## src/hw/rtl/assert_macros.svh

```systemverilog
// assertion macros shared by the rtl modules of the marginal unit
// expects clk_i and rst_ni in the scope where a macro is used
`ifndef ASSERT_MACROS_SVH
`define ASSERT_MACROS_SVH

// property checked on every clock edge outside reset
`define ASSERT_CLK(lbl, prop, msg) \
  lbl: assert property (@(posedge clk_i) disable iff (!rst_ni) prop) else $error(msg);

// condition that must never be seen outside reset
`define ASSERT_NEVER(lbl, cond, msg) \
  lbl: assert property (@(posedge clk_i) disable iff (!rst_ni) !(cond)) else $error(msg);

`endif

```

## src/hw/rtl/wmd_pkg.sv

```systemverilog
// shared types and constants of the weighted marginal distribution unit
// no dependencies
package wmd_pkg;

  localparam int unsigned MaxRows  = 64;
  localparam int unsigned MaxCols  = 1024;
  localparam int unsigned RowW     = 6;
  localparam int unsigned ColW     = 10;
  localparam int unsigned SumW     = 48;
  localparam int unsigned ColWsumW = 22;
  localparam int unsigned RowWsumW = 26;
  localparam int unsigned TermW    = 32;
  localparam int unsigned FifoDepth = 4;
  localparam int unsigned FifoAw   = 2;

  typedef enum logic [1:0] {
    REG_AXIS_MODE     = 2'd0,
    REG_WEIGHTED_MODE = 2'd1,
    REG_COLUMNS_USED  = 2'd2,
    REG_ROWS_USED     = 2'd3
  } reg_idx_e;

  typedef struct packed {
    logic        axis_mode;
    logic        weighted_mode;
    logic [10:0] columns_used;
    logic [6:0]  rows_used;
  } cfg_t;

  // one marginal waiting to be finished by the back end
  typedef struct packed {
    logic [ColW-1:0]     bin;
    logic [SumW-1:0]     sum;
    logic [RowWsumW-1:0] wsum;
    logic                last;
  } job_t;

  typedef enum logic [1:0] {
    F_IDLE  = 2'd0,
    F_ACC   = 2'd1,
    F_SRD   = 2'd2,
    F_SPUSH = 2'd3
  } fstate_e;

  typedef enum logic [1:0] {
    B_IDLE = 2'd0,
    B_DIV  = 2'd1,
    B_DONE = 2'd2
  } bstate_e;

endpackage

```

## src/hw/rtl/wmd_back.sv

```systemverilog
// back end: turns queued sums into marginals, divides in weighted mode
// depends on wmd_pkg and assert_macros.svh
`include "assert_macros.svh"

module wmd_back
  import wmd_pkg::*;
(
  input  logic            clk_i,
  input  logic            rst_ni,
  input  logic            weighted_i,
  input  logic            empty_i,
  input  job_t            job_i,
  output logic            pop_o,
  output logic            out_valid_o,
  input  logic            out_ready_i,
  output logic [ColW-1:0] bin_o,
  output logic [SumW-1:0] marginal_o,
  output logic            zero_weight_o,
  output logic            last_o
);

  bstate_e bstate_q, bstate_d;
  logic [SumW-1:0]     dvd_q, dvd_d;
  logic [RowWsumW:0]   rem_q, rem_d;
  logic [RowWsumW-1:0] div_q, div_d;
  logic [5:0]          cnt_q, cnt_d;
  logic                neg_q, neg_d;
  logic [ColW-1:0]     jbin_q, jbin_d;
  logic                jlast_q, jlast_d;
  logic                ovalid_q, ovalid_d;
  logic [ColW-1:0]     obin_q, obin_d;
  logic [SumW-1:0]     omarg_q, omarg_d;
  logic                ozw_q, ozw_d;
  logic                olast_q, olast_d;

  logic                out_free;
  logic [RowWsumW:0]   rem_sh;
  logic [RowWsumW+1:0] rem_sub;

  assign out_free = !ovalid_q || out_ready_i;
  // one quotient bit per cycle, restoring
  assign rem_sh   = {rem_q[RowWsumW-1:0], dvd_q[SumW-1]};
  assign rem_sub  = {1'b0, rem_sh} - {2'b00, div_q};

  always_comb begin
    bstate_d = bstate_q;
    dvd_d    = dvd_q;
    rem_d    = rem_q;
    div_d    = div_q;
    cnt_d    = cnt_q;
    neg_d    = neg_q;
    jbin_d   = jbin_q;
    jlast_d  = jlast_q;
    ovalid_d = ovalid_q && !out_ready_i;
    obin_d   = obin_q;
    omarg_d  = omarg_q;
    ozw_d    = ozw_q;
    olast_d  = olast_q;
    pop_o    = 1'b0;
    unique case (bstate_q)
      B_IDLE: begin
        if (!empty_i && out_free) begin
          pop_o = 1'b1;
          if (!weighted_i || job_i.wsum == '0) begin
            ovalid_d = 1'b1;
            obin_d   = job_i.bin;
            omarg_d  = weighted_i ? '0 : job_i.sum;
            ozw_d    = weighted_i;
            olast_d  = job_i.last;
          end else begin
            neg_d    = job_i.sum[SumW-1];
            dvd_d    = job_i.sum[SumW-1] ? -job_i.sum : job_i.sum;
            rem_d    = '0;
            div_d    = job_i.wsum;
            cnt_d    = '0;
            jbin_d   = job_i.bin;
            jlast_d  = job_i.last;
            bstate_d = B_DIV;
          end
        end
      end
      B_DIV: begin
        if (!rem_sub[RowWsumW+1]) begin
          rem_d = rem_sub[RowWsumW:0];
          dvd_d = {dvd_q[SumW-2:0], 1'b1};
        end else begin
          rem_d = rem_sh;
          dvd_d = {dvd_q[SumW-2:0], 1'b0};
        end
        cnt_d = cnt_q + 1'b1;
        if (cnt_q == 6'(SumW-1)) begin
          bstate_d = B_DONE;
        end
      end
      B_DONE: begin
        if (out_free) begin
          ovalid_d = 1'b1;
          obin_d   = jbin_q;
          omarg_d  = neg_q ? -dvd_q : dvd_q;
          ozw_d    = 1'b0;
          olast_d  = jlast_q;
          bstate_d = B_IDLE;
        end
      end
      default: bstate_d = B_IDLE;
    endcase
  end

  always_ff @(posedge clk_i or negedge rst_ni) begin
    if (!rst_ni) begin
      bstate_q <= B_IDLE;
      ovalid_q <= 1'b0;
      cnt_q    <= '0;
    end else begin
      bstate_q <= bstate_d;
      ovalid_q <= ovalid_d;
      cnt_q    <= cnt_d;
    end
  end

  always_ff @(posedge clk_i) begin
    dvd_q   <= dvd_d;
    rem_q   <= rem_d;
    div_q   <= div_d;
    neg_q   <= neg_d;
    jbin_q  <= jbin_d;
    jlast_q <= jlast_d;
    obin_q  <= obin_d;
    omarg_q <= omarg_d;
    ozw_q   <= ozw_d;
    olast_q <= olast_d;
  end

  assign out_valid_o   = ovalid_q;
  assign bin_o         = obin_q;
  assign marginal_o    = omarg_q;
  assign zero_weight_o = ozw_q;
  assign last_o        = olast_q;

  `ASSERT_CLK(a_div_cnt_range, (bstate_q == B_DIV) |-> (cnt_q < 6'(SumW)),
              "divider ran past its last step")
  `ASSERT_CLK(a_div_nonzero, (bstate_q == B_DIV) |-> (div_q != '0),
              "divider started on a zero energy sum")

endmodule

```

## config.mk

```make
export PLATFORM = sky130hd
export DESIGN_NAME = wmd_back
export DESIGN_NICKNAME = d
export VERILOG_FILES = /design/src/hw/rtl/wmd_pkg.sv /design/src/hw/rtl/wmd_back.sv
export VERILOG_INCLUDE_DIRS = /design/src /design/src/hw/rtl
export SDC_FILE = /design/constraint.sdc
export NUM_CORES = 1
export LEC_CHECK = 0
export ABC_CLOCK_PERIOD_IN_PS = 31300
export BUFFER_PORTS_ARGS = -buffer_cell sky130_fd_sc_hd__buf_2
export CAP_MARGIN = 20
export CELL_PAD_IN_SITES_DETAIL_PLACEMENT = 0
export CELL_PAD_IN_SITES_GLOBAL_PLACEMENT = 1
export CORE_MARGIN = 2
export CORE_UTILIZATION = 49
export CTS_CLUSTER_SIZE = 10
export DETAILED_ROUTE_END_ITERATION = 12
export HOLD_SLACK_MARGIN = 0.03
export PLACE_DENSITY = 0.94
export SYNTH_ARGS = -nofsm -noshare
export SYNTH_HDL_FRONTEND = slang
export SYNTH_SLANG_ARGS = --single-unit
```

## constraint.sdc

```tcl
create_clock -name clk_i -period 31.3 [get_ports clk_i]
set_input_delay 1.565 -clock clk_i [delete_from_list [all_inputs] [get_ports clk_i]]
set_output_delay 1.565 -clock clk_i [all_outputs]
set_load 0.05 [all_outputs]
```

==> out/metrics.cfg <==
[clock_network]
cts_tree = built
postCtsHoldBufs = 0
clock_sinks = 181
worst_skew_pair.late_latency_ns = 0.45
clk_pin_slew_ns = 0.08
cts_made_buffers = 17
htreeDepth = 4
cts_resized = 0
cts_buffer_depth = 2
cts_setup_buffers = 0
root_buffer = clkbuf_16

[layout]
regArea_sq_um = 5390
layout_commonest_cell = edfxtp_1
fillCellCount = 1905
nets = 1328
drive_gt1_share_pct = 17.6
syn_to_final_growth_pct = 14.3
instances_no_fill = 1501
multi_input_area_sq_um = 5070
final_cell_mix = 172 x edfxtp_1, 160 x nand2_1, 151 x buf_2
antennaDiodeCount = 0

[sta]
slew_headroom_pct = 29.1
rsz0062_at_grt = false
whs_ns = 0.514
setup_violations = 0
min_period_over_period_pct = 13.3
setup-tns-final_ns = 0
skew_ns = 0.0174
tightest_slew_ns = 1.06
period_needed_ns = 4.18
fmax_ghz = 0.239
hold_viol = 0
finalWorstSetupSlack_ns = 27.12
drv_slew = 0

[setup_path]
max_stage_delay_ns = 0.62
critPathTopFamily = simple AND/OR/NAND/NOR gates
critPathMostFrequentCell = nand2b_1
start_kind = input port
path_class = in2reg
cp.arrival_ns = 4.34
worstSetupEndpointType = flop
critPathBufInv = 1
crit_required_ns = 31.46
reg2reg_slack_ns = 27.27
cpMaxStageDelayCell = o41ai_1
path_max_fanout = 8
worstPathCellList = buf_2 > nor3_1 > nand4_1 > nand2b_1 > nand2b_1 > o41ai_1 > nand2_1 > xnor2_1 > o21ai_0

[floorplanning]
initial_utilization_pct = 49.6
fp.dieArea_sq_um = 23200
die_w_um = 152
chipHeight_um = 152
core_area_sq_um = 21800
core.rowCount = 54
ioPinCount = 152

[grt]
grt_pass1_wl_mm = 43.7
grt_max_degree = 94
antenna_found_initial = 0
overflow = 0
grt.total_usage_pct = 23.1
grt_pass1_vias = 8398

[power_and_ir_drop]
p_leak_nw = 4.84
report.power.total_mw = 1.01
peakVddDrop_v = 0.0000328
p_per_area_nw_per_um2 = 82.3

[placed_design]
gp_congestion = 0.873
place_ws_ns = 26.74
hpwl_mm = 18.6
dp_cells = 1469
portBuffers = 151

[synth]
synth.distinct_cells = 55
synth_warnings = 0
synth_cells = 1087
syn_nets = 1207
synth_edf_count = 172
synth_flop_cell = edfxtp_1
ys_seq_area_share_pct = 49.9
ys_ff_latch = 181
async_reset_ff_share_pct = 4.97
avgSynthCellArea_sq_um = 9.93
syn_area_sq_um = 10800

[job]
maxCapViolations = 0

[drt]
route.vias.total = 8796
drc = 0
first_iter_violations = 701
wire_per_inst_um = 18.1
ant_nets = 0
dr.pass1.iters = 5
routed_via_density = 5.86
wl_mm = 27.1

[min_path]
hold_path.class = reg2reg

[status]
status = finished, final reports clean

==> final timing paths <==
path	depth (start not counted)	start	to
min reg2reg	2	jbin_q[3]	bin_o[3]
max in group asynchronous	1	rst_ni	cnt_q[4]
max reg2reg	9	rem_q[15]	rem_q[24]
min in group asynchronous	1	rst_ni	cnt_q[5]
min	2	jbin_q[3]	bin_o[3]
max	9	job_i[31]	dvd_q[44]
==> area by class of cell <==
| class | count | share of cell area (%) |
|---|---|---|
| well taps | 280 | 2.84 |
| multi-input cells | 809 | 41.1 |
| clock buffers | 17 | 3.45 |
| clock inverters | 15 | 1.08 |
| flip-flops and latches | 181 | 43.7 |
| repair buffers | 158 | 6.55 |
| inverters | 41 | 1.25 |
==> sequential cells by signal, indices dropped and copies added (netlist names) <==
register       cells
bin_o             10
bstate_q           2
cnt_q              6
div_q             26
dvd_q             48
jbin_q            10
jlast_q            1
last_o             1
marginal_o        48
neg_q              1
out_valid_o        1
rem_q             26
zero_weight_o      1
==> worst min-delay path, cell delays in order, from the launching register on <==
cell and delay [ns]:
edfxtp_1 0.32, nand2_1 0.04, nand2_1 0.05
==> logic make-up (layout without fill, tap and decap cells) <==
logic type      after synthesis  count (layout)  share of synthesized area (%)
flops                       181             181                           49.9
mux                           3               3                          0.278
compound gates              279             279                           15.3
xor+xnor                    113             113                           9.17
simple gates                384             384                           18.4
buf+inv                      97             231                           3.37
fa+ha+maj                    30              30                           3.55
==> power breakdown <==
part	switching, mW	leakage [nW]	internal (mW)	total, mW
sequential	0.0612	1.80	0.363	0.424
clock	0.103	0.272	0.105	0.208
combinational	0.234	2.76	0.148	0.383
==> Yosys cell counts, types with 2 or more instances <==
| cell type | n | share of area (%) |
|---|---|---|
| edfxtp_1 | 172 | 48 |
| nand2_1 | 160 | 5.6 |
| o21ai_0 | 133 | 6.2 |
| xor2_1 | 77 | 6.2 |
| a21oi_1 | 57 | 2.6 |
| clkbuf_1 | 52 | 1.8 |
| nand3b_1 | 46 | 3.2 |
| inv_1 | 41 | 1.4 |
| nor2_1 | 36 | 1.3 |
| xnor2_1 | 36 | 2.9 |
| ha_1 | 29 | 3.4 |
| o31ai_1 | 26 | 1.8 |
| nand3_1 | 19 | 0.88 |
| o41ai_1 | 17 | 1.4 |
| or3_1 | 17 | 0.99 |
| nor3_1 | 16 | 0.74 |
| nand2b_1 | 15 | 0.87 |
| or4_1 | 12 | 0.83 |
| nand4_1 | 11 | 0.64 |
| nor4_1 | 11 | 0.64 |
| a21o_1 | 10 | 0.70 |
| dfrtp_1 | 9 | 2.1 |
| a211oi_1 | 8 | 0.56 |
| nor2b_1 | 8 | 0.46 |
| or2_2 | 8 | 0.46 |
| o211ai_1 | 6 | 0.42 |
| and3_1 | 5 | 0.29 |
| o21bai_1 | 5 | 0.35 |
| and2_1 | 4 | 0.23 |
| buf_1 | 4 | 0.14 |
| and4_1 | 3 | 0.24 |
| mux2i_1 | 3 | 0.28 |
| nor3b_1 | 3 | 0.21 |
| or3_2 | 3 | 0.21 |
| a221oi_1 | 2 | 0.16 |
| a31oi_1 | 2 | 0.12 |
| o22ai_1 | 2 | 0.12 |
| or4_4 | 2 | 0.21 |
==> metrics by stage <==
step,area (sq um),util [%]
6_report,12300,56.7
5_1_grt,12300,56.7
4_1_cts,12300,56.7
3_5_place_dp,11800,54.1
3_3_place_gp,11800,54.1
2_1_floorplan,10800,-
==> routing by layer <==
| layer | GRT usage, % | up-vias | wire length (um) |
|---|---|---|---|
| li1 | - | 4219 | - |
| met1 | 32.8 | 4234 | 12200 |
| met2 | 37.2 | 307 | 12800 |
| met3 | 3.27 | 36 | 1580 |
| met4 | 7.01 | 0 | 461 |
| met5 | 0 | - | 0 |
Note: power is estimated with default switching activity, not from simulation.
