**src/hw/rtl/assert_macros.svh**
```systemverilog
// assertion macros shared by the rtl modules of the marginal unit
// expects clk_i and rst_ni in the scope where a macro is used
`ifndef ASSERT_MACROS_SVH
`define ASSERT_MACROS_SVH

// property checked on every clock edge outside reset
`define ASSERT_CLK(lbl, prop, msg) \
  lbl: assert property (@(posedge clk_i) disable iff (!rst_ni) prop) else $error(msg);

// condition that must never be seen outside reset
`define ASSERT_NEVER(lbl, cond, msg) \
  lbl: assert property (@(posedge clk_i) disable iff (!rst_ni) !(cond)) else $error(msg);

`endif

```
**src/hw/rtl/wmd_pkg.sv**
```systemverilog
// shared types and constants of the weighted marginal distribution unit
// no dependencies
package wmd_pkg;

  localparam int unsigned MaxRows  = 64;
  localparam int unsigned MaxCols  = 1024;
  localparam int unsigned RowW     = 6;
  localparam int unsigned ColW     = 10;
  localparam int unsigned SumW     = 48;
  localparam int unsigned ColWsumW = 22;
  localparam int unsigned RowWsumW = 26;
  localparam int unsigned TermW    = 32;
  localparam int unsigned FifoDepth = 4;
  localparam int unsigned FifoAw   = 2;

  typedef enum logic [1:0] {
    REG_AXIS_MODE     = 2'd0,
    REG_WEIGHTED_MODE = 2'd1,
    REG_COLUMNS_USED  = 2'd2,
    REG_ROWS_USED     = 2'd3
  } reg_idx_e;

  typedef struct packed {
    logic        axis_mode;
    logic        weighted_mode;
    logic [10:0] columns_used;
    logic [6:0]  rows_used;
  } cfg_t;

  // one marginal waiting to be finished by the back end
  typedef struct packed {
    logic [ColW-1:0]     bin;
    logic [SumW-1:0]     sum;
    logic [RowWsumW-1:0] wsum;
    logic                last;
  } job_t;

  typedef enum logic [1:0] {
    F_IDLE  = 2'd0,
    F_ACC   = 2'd1,
    F_SRD   = 2'd2,
    F_SPUSH = 2'd3
  } fstate_e;

  typedef enum logic [1:0] {
    B_IDLE = 2'd0,
    B_DIV  = 2'd1,
    B_DONE = 2'd2
  } bstate_e;

endpackage

```
**src/hw/rtl/wmd_fifo.sv**
```systemverilog
// short job queue between the accumulating front end and the dividing back end
// depends on wmd_pkg and assert_macros.svh
`include "assert_macros.svh"

module wmd_fifo
  import wmd_pkg::*;
(
  input  logic clk_i,
  input  logic rst_ni,
  input  logic push_i,
  input  job_t push_data_i,
  output logic full_o,
  input  logic pop_i,
  output job_t pop_data_o,
  output logic empty_o
);

  job_t            mem_q [FifoDepth];
  logic [FifoAw-1:0] wptr_q, wptr_d, rptr_q, rptr_d;
  logic [FifoAw:0]   cnt_q, cnt_d;

  assign full_o     = (cnt_q == FifoAw'(0) + (FifoAw+1)'(FifoDepth));
  assign empty_o    = (cnt_q == '0);
  assign pop_data_o = mem_q[rptr_q];

  always_comb begin
    wptr_d = wptr_q;
    rptr_d = rptr_q;
    cnt_d  = cnt_q;
    if (push_i) begin
      wptr_d = wptr_q + 1'b1;
    end
    if (pop_i) begin
      rptr_d = rptr_q + 1'b1;
    end
    unique case ({push_i, pop_i})
      2'b10:   cnt_d = cnt_q + 1'b1;
      2'b01:   cnt_d = cnt_q - 1'b1;
      default: cnt_d = cnt_q;
    endcase
  end

  always_ff @(posedge clk_i or negedge rst_ni) begin
    if (!rst_ni) begin
      wptr_q <= '0;
      rptr_q <= '0;
      cnt_q  <= '0;
    end else begin
      wptr_q <= wptr_d;
      rptr_q <= rptr_d;
      cnt_q  <= cnt_d;
    end
  end

  always_ff @(posedge clk_i) begin
    if (push_i) begin
      mem_q[wptr_q] <= push_data_i;
    end
  end

  `ASSERT_NEVER(a_fifo_overflow, push_i && full_o, "job pushed into full queue")
  `ASSERT_NEVER(a_fifo_underflow, pop_i && empty_o, "job popped from empty queue")

endmodule

```
**config.mk**
```make
export PLATFORM = sky130hd
export DESIGN_NAME = wmd_fifo
export DESIGN_NICKNAME = d
export VERILOG_FILES = /design/src/hw/rtl/wmd_pkg.sv /design/src/hw/rtl/wmd_fifo.sv
export VERILOG_INCLUDE_DIRS = /design/src /design/src/hw/rtl
export SDC_FILE = /design/constraint.sdc
export NUM_CORES = 1
export LEC_CHECK = 0
export ABC_CLOCK_PERIOD_IN_PS = 8800
export BUFFER_PORTS_ARGS = -buffer_cell sky130_fd_sc_hd__buf_2
export CORE_MARGIN = 2
export CORE_UTILIZATION = 55
export CTS_CLUSTER_SIZE = 40
export DETAILED_ROUTE_END_ITERATION = 7
export HOLD_SLACK_MARGIN = 0.15
export PLACE_DENSITY_LB_ADDON = 0.3
export SLEW_MARGIN = 20
export SYNTH_ARGS = -nofsm -noshare
export SYNTH_HDL_FRONTEND = slang
export SYNTH_SLANG_ARGS = --single-unit
```
**constraint.sdc**
```tcl
create_clock -name clk_i -period 8.8 [get_ports clk_i]
set_input_delay 1.76 -clock clk_i [delete_from_list [all_inputs] [get_ports clk_i]]
set_output_delay 1.76 -clock clk_i [all_outputs]
set_load 0.01 [all_outputs]
```
==> results.json, run 1 <==
{
  "status": "completed",
  "synthesis.nets": 577,
  "place_congestion": 0.736,
  "worst-setup-path-type": "reg -> out",
  "cp_cell_sequence": "buf_4 -> mux4_2 -> buf_2",
  "ios": 176,
  "grt_antenna_before_repair": 5,
  "power_switching_mw": 1.42,
  "grt_max_degree": 66,
  "initial_core_util_pct": 56.0,
  "postSynthCellCount": 482,
  "critPathMaxFanout": 47,
  "seq_area_frac_synth_pct": 81.9,
  "clkPwrFrac_pct": 27.8,
  "p_total_mw": 5.03,
  "yosys.area_share.adder_pct": 0.651,
  "place_hpwl_mm": 13.2,
  "timing.fmax_ghz": 0.203,
  "endpoint_kind": "output pin",
  "root_buffer": "clkbuf_16",
  "wirelength_mm": 22.8,
  "regToRegStartpoint": "wptr_q[0]",
  "rsz0062_at_grt": "no",
  "nNetsFinal": 776,
  "cp_slowest_cell": "dfrtp_4",
  "track_usage_pct": 19.1,
  "start_kind": "flip-flop",
  "drive_gt1_share_pct": 45.1,
  "setup-violations-final": 0,
  "synth_seq_cells": 347,
  "p_leak_nw": 5.14,
  "required_ns": 7.04,
  "cts_buffer_depth": 3,
  "grt_overflow": 0,
  "rrSetupSlack_ns": 6.49,
  "tightest_slew_ns": 1.00,
  "vias_per_cell": 5.71,
  "p_per_area_nw_per_um2": 337,
  "dr.first_iter.drc_count": 442,
  "finalMaxSlewViolations": 0,
  "clock_skew_ns": 0.0142,
  "drc": 0,
  "dieArea_sq_um": 24300,
  "synth_top_family_by_area": "multiplexers",
  "avgRoutedWirePerCell_um": 22.8,
  "postCtsSetupBuffers": 0,
  "coreArea_sq_um": 22600,
  "cts_tree": "yes",
  "slew_headroom_pct": 33.1,
  "ys_types": 20,
  "hold_class": "reg -> reg",
  "yosys.area_share.simple_pct": 0.404,
  "peakVddDrop_uv": 203,
  "synth.area.mux_share_pct": 15.1,
  "yosys_warnings": 0,
  "hold_viol": 0,
  "fin_crit_ns": 4.92,
  "critPathLaunch": "rptr_q[0]",
  "period_share_pct": 55.9,
  "synth_compound_area_share_pct": 0.0789,
  "clkTransAtPathRegs_ns": 0.06,
  "drtPass1Iterations": 4,
  "drv_cap": 0,
  "synth.avg_cell_area_sq_um": 26.3,
  "clock_latency_ns": 0.50,
  "layout_commonest_cell": "edfxtp_1",
  "cts-htree-levels": 2,
  "arrival_ns": 3.16,
  "synth_area_sq_um": 12700,
  "seq_power_share_pct": 46.2,
  "p_sw_share_pct": 28.3,
  "drtAntennaViolNets": 0,
  "rows": 55,
  "io_buffers": 175,
  "p_int_mw": 3.61,
  "ctsResizeCount": 0,
  "cts_made_buffers": 36,
  "power_frac_comb_pct": 26.0,
  "syn_to_final_growth_pct": 17.7,
  "fp.dieH_um": 156,
  "fillers": 1445,
  "cts_hold_buf": 0,
  "cts_sinks": 347,
  "slowest_delay_ns": 0.95,
  "grt_pass1_vias": 6201,
  "synth_xor_area_share_pct": 0.414,
  "hp-start": "cnt_q[0]",
  "vias": 5696,
  "die_x_um": 156,
  "grt_first_pass_wirelength_mm": 34.5,
  "tns_ns": 0,
  "final_cell_mix": "edfxtp_1 (340), buf_2 (175), mux4_2 (85)"
}
## worst paths after layout
kind / endpoint / depth (start not counted)
min in group asynchronous: cnt_q[2] / 1
worst max register to register: mem_q[0][64] / 4
max in group asynchronous: rptr_q[0] / 1
worst min-delay path: cnt_q[0] / 1
worst min register to register: cnt_q[0] / 1
worst max-delay path: pop_data_o[84] / 3
## kinds of logic (layout without fill, tap and decap cells)
| kind of cell | after synthesis | after routing |
|---|---|---|
| fa+ha+maj | 6 | 6 |
| buf+inv | 26 | 253 |
| flops | 347 | 347 |
| xor+xnor | 6 | 6 |
| simple gates | 10 | 10 |
| mux | 85 | 85 |
| other cells | 0 | 4 |
| compound gates | 2 | 2 |
## critical path: cells and delay by family (launching register included)
family | cells | cell delay (ns)
buffers and inverters | 2 | 0.98
DFF | 1 | 0.95
muxes | 1 | 0.63
## metrics by stage
stage / area [sq um] / std cells / hold WS (ns) / setup WS, ns / utilization (%)
after floorplan: 12700 / 482 / 0.457 / 4.61 / -
after global placement: 13800 / 928 / 0.470 / 4.28 / 61.0
after detailed placement: 13800 / 928 / 0.497 / 4.28 / 61.0
after CTS: 14900 / 994 / 0.505 / 3.74 / 65.9
after global routing: 14900 / 995 / 0.534 / 3.56 / 65.9
final: 14900 / 998 / 0.508 / 3.88 / 65.9
## layout make-up
| cell class | count | area (sq um) | share of cell area [%] |
|---|---|---|---|
| diodes | 4 | 10.0 | 0.0671 |
| clock buffers | 48 | 987 | 6.61 |
| clock inverters | 18 | 115 | 0.771 |
| inverters | 6 | 22.5 | 0.151 |
| multi-input cells | 109 | 2120 | 14.2 |
| flip-flops and latches | 347 | 10400 | 69.6 |
| well taps | 285 | 357 | 2.39 |
| repair buffers | 181 | 921 | 6.17 |
## cell usage after synthesis
cell      number  share of area [%]
fa_1           1               0.16
ha_1           5               0.49
buf_8          1               0.12
clkbuf_1       3              0.089
and3_1         1              0.049
nor3_1         1              0.039
nor2_1         1              0.030
xnor2_1        2               0.14
buf_4          3               0.18
dfrtp_1        7                1.4
inv_1          6               0.18
edfxtp_1     340                 80
buf_6          1              0.089
and2_1         4               0.20
buf_2          9               0.36
buf_12         3               0.47
o21ai_0        2              0.079
xor2_1         4               0.28
mux4_2        85                 15
nand2_1        3              0.089
## power by group through the flow
stage,combinational [mW],sequential (mW),clock [mW]
final,1.31,2.33,1.40
after global routing,1.41,2.36,1.49
after CTS,1.34,2.34,1.43
after detailed placement,1.33,2.37,0
after global placement,1.32,2.34,0
after floorplan,0.973,2.26,0
## metal layers
| metal | vias up | track usage, % | part of all wire [%] | routed length [um] |
|---|---|---|---|---|
| li1 | 2472 | - | - | - |
| met1 | 2991 | 24.7 | 40 | 9110 |
| met2 | 193 | 32.4 | 51 | 11600 |
| met3 | 36 | 5.17 | 7.5 | 1710 |
| met4 | 4 | 5.37 | 1.6 | 357 |
| met5 | - | 0 | 0.092 | 21 |
## registers in the layout (all words and copies together) (netlist names)
| register | flops |
|---|---|
| mem_q | 340 |
| cnt_q | 3 |
| rptr_q | 2 |
| wptr_q | 2 |
Power figures use the tool's default switching activity.
==> inputs of run 2 (changes only) <==
--- a/config.mk
+++ b/config.mk
@@ -6,10 +6,10 @@
 export SDC_FILE = /design/constraint.sdc
 export NUM_CORES = 1
 export LEC_CHECK = 0
-export ABC_CLOCK_PERIOD_IN_PS = 8800
+export ABC_CLOCK_PERIOD_IN_PS = 4200
 export BUFFER_PORTS_ARGS = -buffer_cell sky130_fd_sc_hd__buf_2
 export CORE_MARGIN = 2
-export CORE_UTILIZATION = 55
+export CORE_UTILIZATION = 51
 export CTS_CLUSTER_SIZE = 40
 export DETAILED_ROUTE_END_ITERATION = 7
 export HOLD_SLACK_MARGIN = 0.15
==> constraint.sdc (replaced) <==
create_clock -name clk_i -period 4.2 [get_ports clk_i]
set_input_delay 0.84 -clock clk_i [delete_from_list [all_inputs] [get_ports clk_i]]
set_output_delay 0.84 -clock clk_i [all_outputs]
set_load 0.01 [all_outputs]
==> run 2 against run 1 <==
Non-clock buffer count rose by 1. Final cell count rose by 3.7%. Setup slack got worse by 2.9 ns. Critical path type unchanged. Critical endpoint is now pop_data_o[14]. Largest cell class unchanged. Largest power group unchanged.
==> results.json, run 2 (synthesis gave the netlist of run 1 again) <==
{
  "grt_antenna_before_repair": 4,
  "timing.fmax_ghz": 0.308,
  "postCtsSetupBuffers": 0,
  "p_leak_nw": 5.20,
  "start_kind": "flip-flop",
  "cts_buffer_depth": 3,
  "dr.first_iter.drc_count": 362,
  "final_cell_mix": "edfxtp_1 (340), buf_2 (175), mux4_2 (85)",
  "root_buffer": "clkbuf_16",
  "pre_cts_ws_ns": 1.41,
  "finalMaxSlewViolations": 0,
  "dp_cells": 968,
  "avgRoutedWirePerCell_um": 21.8,
  "power_switching_mw": 2.97,
  "die_x_um": 162,
  "coreArea_sq_um": 24400,
  "critPathMaxFanout": 22,
  "hold_viol": 0,
  "drc": 0,
  "p_per_area_nw_per_um2": 710,
  "seq_power_share_pct": 44.7,
  "nNetsFinal": 777,
  "clkPwrFrac_pct": 28.8,
  "design_area_sq_um": 15100,
  "track_usage_pct": 17.6,
  "hold_class": "in -> async",
  "rrSetupSlack_ns": 2.23,
  "vias": 5635,
  "slew_headroom_pct": 57.7,
  "power_frac_comb_pct": 26.5,
  "drv_cap": 0,
  "p_sw_share_pct": 27.6,
  "cts-htree-levels": 2,
  "place_area_sq_um": 13900,
  "period_share_pct": 77.3,
  "drtPass1Iterations": 4,
  "grt_first_pass_wirelength_mm": 34.8,
  "place_congestion": 0.728,
  "clkTransAtPathRegs_ns": 0.06,
  "tightest_slew_ns": 0.635,
  "rsz0062_at_grt": "no",
  "cts_sinks": 347,
  "clock_latency_ns": 0.50,
  "ctsResizeCount": 0,
  "required_ns": 3.36,
  "initial_core_util_pct": 52.0,
  "p_int_mw": 7.77,
  "setup-violations-final": 0,
  "cts_made_buffers": 36,
  "drive_gt1_share_pct": 46.0,
  "setup_slack_ns": 0.955,
  "grt_overflow": 0,
  "cts_tree": "yes",
  "arrival_ns": 2.41,
  "vias_per_cell": 5.44,
  "wirelength_mm": 22.6,
  "dieArea_sq_um": 26100,
  "endpoint_kind": "output pin",
  "fin_crit_ns": 3.25,
  "fp.dieH_um": 162,
  "top_regs": "mem_q x340, cnt_q x3",
  "syn_to_final_growth_pct": 19.3,
  "ios": 176,
  "peakVddDrop_uv": 541,
  "cts_hold_buf": 0,
  "clock_skew_ns": 0.0122,
  "largest_register_ffs": 340,
  "drtAntennaViolNets": 0,
  "grt_pass1_vias": 6119,
  "tns_ns": 0,
  "worst-setup-path-type": "reg -> out",
  "layout_commonest_cell": "edfxtp_1",
  "fin_cells": 1035,
  "rows": 57,
  "status": "completed",
  "regMostFlops": "mem_q",
  "place_hpwl_mm": 13.5,
  "io_buffers": 175,
  "grt_max_degree": 54
}
-- run 2: worst paths after layout --
| path | startpoint | to | cells after the start |
|---|---|---|---|
| hold / removal | rst_ni | rptr_q[1] | 1 |
| setup / recovery | rptr_q[0] | pop_data_o[14] | 3 |
| max in group asynchronous | rst_ni | rptr_q[0] | 1 |
| setup reg to reg | wptr_q[0] | mem_q[0][76] | 4 |
| hold reg to reg | cnt_q[0] | cnt_q[0] | 1 |
| min in group clk_i | cnt_q[0] | cnt_q[0] | 1 |
-- run 2: layout make-up --
cell class              count  area (sq um)
diodes                      3          7.51
clock buffers              45           966
clock inverters            19           209
fillers                  1683          9260
inverters                   6          22.5
multi-input cells         109          2120
flip-flops and latches    347         10400
well taps                 324           405
repair buffers            182          1000
-- run 2: worst max-delay path, cell delays in order, from the launching register on --
cell and delay, ns:
dfrtp_4 0.68, buf_4 0.47, mux4_2 0.58, buf_2 0.16
-- run 2: per-layer routing --
layer / vias up / wire [um] / global-route usage [%]
li1: 2474 / - / -
met1: 2941 / 9120 / 22.8
met2: 180 / 11500 / 30.3
met3: 38 / 1500 / 4.42
met4: 2 / 404 / 4.51
met5: - / 13 / 0
-- run 2: metrics by stage --
| step | total power, mW | hold slack (ns) | utilization, % |
|---|---|---|---|
| after CTS | 10.9 | 0.169 | 62.0 |
| final | 10.7 | 0.190 | 62.0 |
| after floorplan | 6.78 | 0.457 | - |
| after global placement | 7.73 | 0.475 | 57.2 |
| after detailed placement | 7.80 | 0.490 | 57.2 |
| after global routing | 11.2 | 0.173 | 62.0 |
-- run 2: power by group through the flow --
| stage | Sequential [mW] | Combinational, mW | Clock (mW) |
|---|---|---|---|
| detailed placement | 4.89 | 2.92 | 0 |
| finish | 4.80 | 2.85 | 3.09 |
| CTS | 4.82 | 2.94 | 3.16 |
| global route | 4.87 | 3.09 | 3.29 |
| floorplan | 4.74 | 2.04 | 0 |
| global placement | 4.84 | 2.89 | 0 |
